## src/rtl/second_order_oscillator_filter_assert.svh

```systemverilog
// Assertion macros for the second-order oscillator filter.
`ifndef SECOND_ORDER_OSCILLATOR_FILTER_ASSERT_SVH
`define SECOND_ORDER_OSCILLATOR_FILTER_ASSERT_SVH
`ifndef SYNTHESIS
`define SOF_ASSERT_NOW(lbl, ante, cons) \
	lbl: assert property (@(posedge clk) disable iff (!arst_n) (ante) |-> (cons)) \
		else $error("sof assertion failed");
`define SOF_ASSERT_NEXT(lbl, ante, cons) \
	lbl: assert property (@(posedge clk) disable iff (!arst_n) (ante) |=> (cons)) \
		else $error("sof assertion failed");
`else
`define SOF_ASSERT_NOW(lbl, ante, cons)
`define SOF_ASSERT_NEXT(lbl, ante, cons)
`endif
`endif

```

## src/rtl/sof_pkg.sv

```systemverilog
// Package: widths, register codes, controller types for the oscillator filter.
package sof_pkg;
	localparam int DATA_W = 32;
	localparam int FRAC_BITS = 16;
	localparam int COEF_BITS = 28;
	localparam int DT_W = 24;
	localparam int ZETA_W = 17;
	localparam logic [ZETA_W-1:0] ZETA_ONE = 17'h10000;
	localparam int PADDR_W = 3;
	localparam int DIV_STEPS = COEF_BITS + 1;
	localparam int MAC_TERMS = 5;

	localparam logic REG_FREQ = 1'b0;
	localparam logic REG_ZETA = 1'b1;

	typedef enum logic [3:0] {
		S_IDLE, S_MULA, S_SHIFT, S_MULP, S_MULR, S_DEN, S_DIV, S_COEF, S_MAC, S_FIN
	} state_t;

	typedef struct packed {
		logic       load;
		logic       mul_a;
		logic       shift;
		logic       mul_p;
		logic       mul_r;
		logic       den;
		logic       div;
		logic       div_first;
		logic       coef;
		logic       mac_mul;
		logic       mac_acc;
		logic [2:0] mac_sel;
		logic       commit;
	} cmd_t;

	typedef struct packed {
		logic bypass;
	} stat_t;
endpackage

```

## src/rtl/sof_ctrl.sv

```systemverilog
// Controller: sequences coefficient math, division, MAC and commit.
module sof_ctrl (
	input  logic           clk,
	input  logic           arst_n,
	input  logic           in_valid,
	input  logic           out_ready,
	input  sof_pkg::stat_t stat,
	output sof_pkg::cmd_t  cmd,
	output logic           in_ready,
	output logic           out_valid
);
	import sof_pkg::*;

	state_t     state_q, state_d;
	logic [4:0] cnt_q;
	logic       out_valid_q;
	logic       slot_free;

	assign slot_free = !out_valid_q || out_ready;

	always_comb begin
		state_d = state_q;
		unique case (state_q)
			S_IDLE:  if (in_valid) state_d = S_MULA;
			S_MULA:  state_d = stat.bypass ? S_FIN : S_SHIFT;
			S_SHIFT: state_d = S_MULP;
			S_MULP:  state_d = S_MULR;
			S_MULR:  state_d = S_DEN;
			S_DEN:   state_d = S_DIV;
			S_DIV:   if (cnt_q == 5'(DIV_STEPS - 1)) state_d = S_COEF;
			S_COEF:  state_d = S_MAC;
			S_MAC:   if (cnt_q == 5'(MAC_TERMS)) state_d = S_FIN;
			S_FIN:   if (slot_free) state_d = S_IDLE;
			default: state_d = S_IDLE;
		endcase
	end

	always_comb begin
		cmd = '0;
		in_ready = 1'b0;
		unique case (state_q)
			S_IDLE: begin
				in_ready = 1'b1;
				cmd.load = in_valid;
			end
			S_MULA:  cmd.mul_a = 1'b1;
			S_SHIFT: cmd.shift = 1'b1;
			S_MULP:  cmd.mul_p = 1'b1;
			S_MULR:  cmd.mul_r = 1'b1;
			S_DEN:   cmd.den = 1'b1;
			S_DIV: begin
				cmd.div = 1'b1;
				cmd.div_first = (cnt_q == 5'd0);
			end
			S_COEF:  cmd.coef = 1'b1;
			S_MAC: begin
				cmd.mac_mul = (cnt_q < 5'(MAC_TERMS));
				cmd.mac_acc = (cnt_q != 5'd0);
				cmd.mac_sel = cnt_q[2:0];
			end
			S_FIN:   cmd.commit = slot_free;
			default: cmd = '0;
		endcase
	end

	always_ff @(posedge clk or negedge arst_n) begin
		if (!arst_n) begin
			state_q <= S_IDLE;
			cnt_q <= '0;
			out_valid_q <= 1'b0;
		end else begin
			state_q <= state_d;
			if (state_q != state_d) cnt_q <= '0;
			else cnt_q <= cnt_q + 5'd1;
			if (cmd.commit) out_valid_q <= 1'b1;
			else if (out_ready) out_valid_q <= 1'b0;
		end
	end

	assign out_valid = out_valid_q;
endmodule

```

## config.mk

```make
export PLATFORM = sky130hd
export DESIGN_NAME = sof_ctrl
export DESIGN_NICKNAME = d
export VERILOG_FILES = /design/src/rtl/second_order_oscillator_filter_assert.svh /design/src/rtl/sof_pkg.sv /design/src/rtl/sof_ctrl.sv
export SDC_FILE = /design/constraint.sdc
export NUM_CORES = 1
export LEC_CHECK = 0
export BUFFER_PORTS_ARGS = -buffer_cell sky130_fd_sc_hd__buf_2
export CAP_MARGIN = 20
export CORE_UTILIZATION = 49
export CTS_CLUSTER_DIAMETER = 30
export DETAILED_ROUTE_END_ITERATION = 7
export HOLD_SLACK_MARGIN = 0.05
export PLACE_DENSITY = 0.75
export SLEW_MARGIN = 15
export SYNTH_ARGS = -nofsm -noshare
export SYNTH_HDL_FRONTEND = slang
export SYNTH_SLANG_ARGS = --single-unit
```

## constraint.sdc

```tcl
create_clock -name clk -period 1.7 [get_ports clk]
set_input_delay 0.17 -clock clk [delete_from_list [all_inputs] [get_ports clk]]
set_output_delay 0.17 -clock clk [all_outputs]
set_load 0.005 [all_outputs]
```

* Yosys cells after proc, flatten, opt, wreduce, memory -nomap -nowiden
Cells that the tools add are included.
Word-level totals: logic and storage cells 43, flip-flop bits (word level) 10
Operators by class: muxes and demuxes 20, eq/ne operators 12, reductions and logical operators 6, $lt $le $gt $ge 1, add/sub/neg operators 1
Operator list (number):
- $pmux 4 s10 | 1
- $mux 4 | 5
- $eq 4x3->1 const B | 4
- $mux 1 | 11
- $mux 5 | 2
- $eq 4x2->1 const B | 2
- $eq 4x4->1 const B | 2
- $add 5x1->5 const B | 1
- $eq 5x3->1 const B | 1
- $eq 5x5->1 const B | 1
- $logic_not 5->1 | 1
- $lt 5x3->1 const B | 1
- $reduce_bool 5->1 | 1
- $eq 4x1->1 const B | 1
- $logic_not 4->1 | 1
- $ne 4x4->1 | 1
- $mux 2 | 1
- $reduce_bool 2->1 | 1
- $logic_not 1->1 | 1
- $logic_or 1x1->1 | 1

* Logic depth before layout (Yosys ltp)
depth after elaboration 6, gate-level depth with buffers 6

* Least setup slack after synthesis
No wires, ideal clock.
kind flip-flop to flip-flop, start point register cnt_q[0], end point register cnt_q[0], cell stages (with the launch flop) 7, required time 1.574 ns, library setup time 0.126 ns, buffers on the path 0, clock period less this slack 1.405 ns, setup slack 0.295 ns, arrival 1.279 ns, cell sequence dfrtp_1 inv_1 ha_1 nand4_1 o31a_1 a31oi_4 nor3b_1
On the way: longest elaborated chain between the ends 5, elaborated cells between the ends (all ways) 8, those cells by class 1 x add/sub; 3 x eq/ne; 4 x mux
Ends and longest elaborated chain:
- start, declared | RTL line sof_ctrl.sv:15 | logic [4:0] cnt_q;
- start signal, assigned | RTL line sof_ctrl.sv:74 | else cnt_q <= cnt_q + 5'd1;
- $eq 5x3->1 or $eq 5x5->1 (tied branches) | RTL line sof_ctrl.sv:32, sof_ctrl.sv:30
- $mux 4 (on tied branches) | RTL line sof_ctrl.sv:32, sof_ctrl.sv:30
- $pmux 4 s10 | RTL line sof_ctrl.sv:23 | unique case (state_q)
- $ne 4x4->1 | RTL line sof_ctrl.sv:73 | if (state_q != state_d) cnt_q <= '0;
- $mux 5 (*) | RTL line sof_ctrl.sv:73
Every way passes the cells marked *; elsewhere a longest branch is shown, timed or not. A chain may end at the register's enable or synchronous reset.

* Worst setup path in the final report
start point register cnt_q[1], end point register cnt_q[3]
Same word-level chain as after synthesis.

==> reports/qor.txt <==
Final Cell Area -> 975 um2
Total Nets Final -> 125
Post-DP Area -> 861 um2
Initial drt markers -> 9
Synth async-reset ratio -> 1.00
Tot GR Track Use -> 0.233
Cells after DPL -> 120
Synthesis warning total -> 0
Worst reg-to-reg setup slack -> 0.01 ns
Placer Congestion -> 0.817
Clock skew -> 0.00352 ns
Finished Layout Cells -> 131
Clk_lat worst skew -> 0.26 ns
Syn nets -> 92
Hold EP -> out_valid
Clock buffer depth -> 2
H-tree level count -> 1
Worst r2r dst -> cnt_q[3]
Hpwl dp -> 1.35 mm
Setup_tns -> 0 ns
Die area -> 0.00168 mm2
Setup CP Type -> flop to flop
Area growth syn-to-layout -> 30.7%
Avg Cell Area, Syn -> 8.88 um2
Largest net degree at the start of global routing -> 11
CP max-delay cell -> dfrtp_1
FP Rows -> 13
Power per cell area -> 1620 mW/mm2
Cell taking the most area after synthesis -> dfrtp_1
EDFF count, synth -> 0
Status -> finished, final reports clean
IO Pins -> 22
Main synth FF type -> dfrtp_1
Mapped Cells -> 84
Clk slew on worst S/H paths -> 0.07 ns
Pin slew with the least headroom to its limit -> 0.376 ns
CP endpoint kind -> flop
CTS tree -> built
DR DRC count -> 0
Max incr delay on CP -> 0.43 ns
Drt wl/cell -> 14.8 um
Routed Antenna Nets -> 0
Pleak -> 0.000499 uW
Drt first pass iters -> 4
Synthesized flop and latch total -> 10
Core area -> 0.00135 mm2
Die width -> 41.0 um
Gr ovfl total -> 0
Synth top cells by count -> 10 x dfrtp_1, 10 x nor2_1, 7 x nand2_1, 6 x inv_1, 5 x nor3_1
N_diodes -> 0
CP Max Fanout -> 5
Fmax -> 592 MHz
Setup ws final -> 0.0115 ns
Maxcap violations -> 0
Max-slew violations -> 0
Cell family with most CP delay -> compound AO/OA/AOI/OAI gates
Worst path cell trace -> inv_1, ha_1, nand4_1, o31a_1, a31oi_4, nor2_1
CTS sink cnt -> 10
Worst min path class -> input port to flop
Tot Pwr -> 1580 uW
Period utilization -> 0.993
Number of library cell types mapped by synthesis -> 33
Crit path launch type -> flop
Sequential fraction of the synthesis area -> 0.336
Synth top area share -> 0.336
Global-route wire length before repair -> 2.42 mm
CTS root buffer -> clkbuf_4
I/O Buffers -> 21
Initial antenna violation count -> 0
VDD IR max -> 0.853 mV
Post-Syn Area -> 746 um2
Worst Hold Path Cells -> 2
Largest cells by area after synthesis -> dfrtp_1 34%, ha_1 5.0%, nor2_1 5.0%, buf_6 4.5%, nand2_1 3.5%
Share of cells above drive strength 1 -> 0.405
WP data required -> 1.84 ns
Vias in the first global route -> 550
Arrival time worst endpoint -> 1.83 ns
R2R cell count -> 6
Final setup vio count -> 0
Via/cell ratio -> 5.47
Crit path buf inv count -> 1
Hold Crit Start -> out_ready
Initial Util -> 0.552
Post-Route WL -> 1.93 mm
Routed via count -> 717
Relative max-transition margin -> 0.748
Dpl ws -> 0.112 ns
Period minus WS final -> 1.69 ns
FF-to-FF Start -> cnt_q[1]
Die Ht -> 41.0 um
Total CTS buffers -> 3
Final Hold Vio Count -> 0
metal layers:
metal,share of wire,routed length [um],vias to the layer above,track usage
met5,0,0,-,0
met4,0.017,32,0,0.150
met3,0.031,60,4,0.0380
met2,0.51,985,21,0.336
met1,0.44,855,345,0.319
li1,-,-,347,-
power breakdown:
group          switching, uW  total, uW  leakage (uW)  internal, uW
registers                137        454      0.000128           317
clock network           78.2        208     0.0000210           130
logic                    480        920      0.000350           440
cells by family (layout without fill, tap and decap cells):
| kind of cell | after synthesis | count (layout) | synth area share |
|---|---|---|---|
| simple gates | 43 | 43 | 0.327 |
| compound gates | 13 | 13 | 0.148 |
| buf+inv | 11 | 43 | 0.0923 |
| flops | 10 | 10 | 0.336 |
| xor+xnor | 4 | 4 | 0.0470 |
| fa+ha+maj | 3 | 3 | 0.0503 |
state kept, by name (all words and copies together), names as in the netlist:
register / cells
out_valid: 1
cnt_q: 5
state_q: 4
metrics by stage:
| step | util | hold slack, ns |
|---|---|---|
| 6_report | 0.722 | 0.125 |
| 5_1_grt | 0.722 | 0.117 |
| 4_1_cts | 0.673 | 0.115 |
| 3_5_place_dp | 0.638 | 0.0381 |
| 3_3_place_gp | 0.638 | 0.0370 |
| 2_1_floorplan | - | -0.126 |
cells in the final DEF, fill, tap and decap left out:
master / instances
clkbuf_8: 1
nand2b_1: 4
nor2b_1: 1
o31ai_2: 1
buf_4: 11
buf_2: 21
xor2_1: 1
o21ai_0: 2
and2_1: 4
a21oi_1: 3
nand3b_1: 1
and3_1: 2
nor3_1: 5
dlygate4sd3_1: 1
nand3_1: 2
or3_1: 2
a21o_1: 1
a21boi_1: 1
nand4_4: 1
xnor2_1: 3
nor3b_1: 1
nor4_2: 1
nor2_1: 9
a211oi_2: 1
o21a_1: 1
dfrtp_2: 4
clkbuf_4: 3
a31oi_4: 1
a211oi_1: 1
nand2_1: 7
dfrtp_1: 6
nor4b_4: 1
nor2_2: 1
o31a_1: 1
inv_1: 6
nand4_1: 1
ha_1: 3
worst max path at each step:
stage / start / to / depth (start not counted)
5_1_grt: cnt_q[1] / cnt_q[3] / 6
6_report: cnt_q[1] / cnt_q[3] / 6
2_1_floorplan: cnt_q[0] / cnt_q[0] / 6
3_3_place_gp: state_q[2] / cnt_q[2] / 4
4_1_cts: state_q[1] / cmd[0] / 5
3_5_place_dp: cnt_q[1] / cnt_q[2] / 6
repair_timing:
item                                   in CTS  in global routing
pin swaps                                   0                  4
setup endpoints to repair                   2                 14
hold buffers                                1                  0
resized for setup                           1                  7
endpoints found under the hold margin      10                  0
buffers inserted                            0                  6
area by class of cell:
cell class	instances	area, um2
multi-input combinational	63	444
fill	109	375
sequential	10	255
timing repair buffer	33	198
clock buffer	4	36.3
inverter	6	22.5
tap	15	18.8
Power figures use the tool's default switching activity.
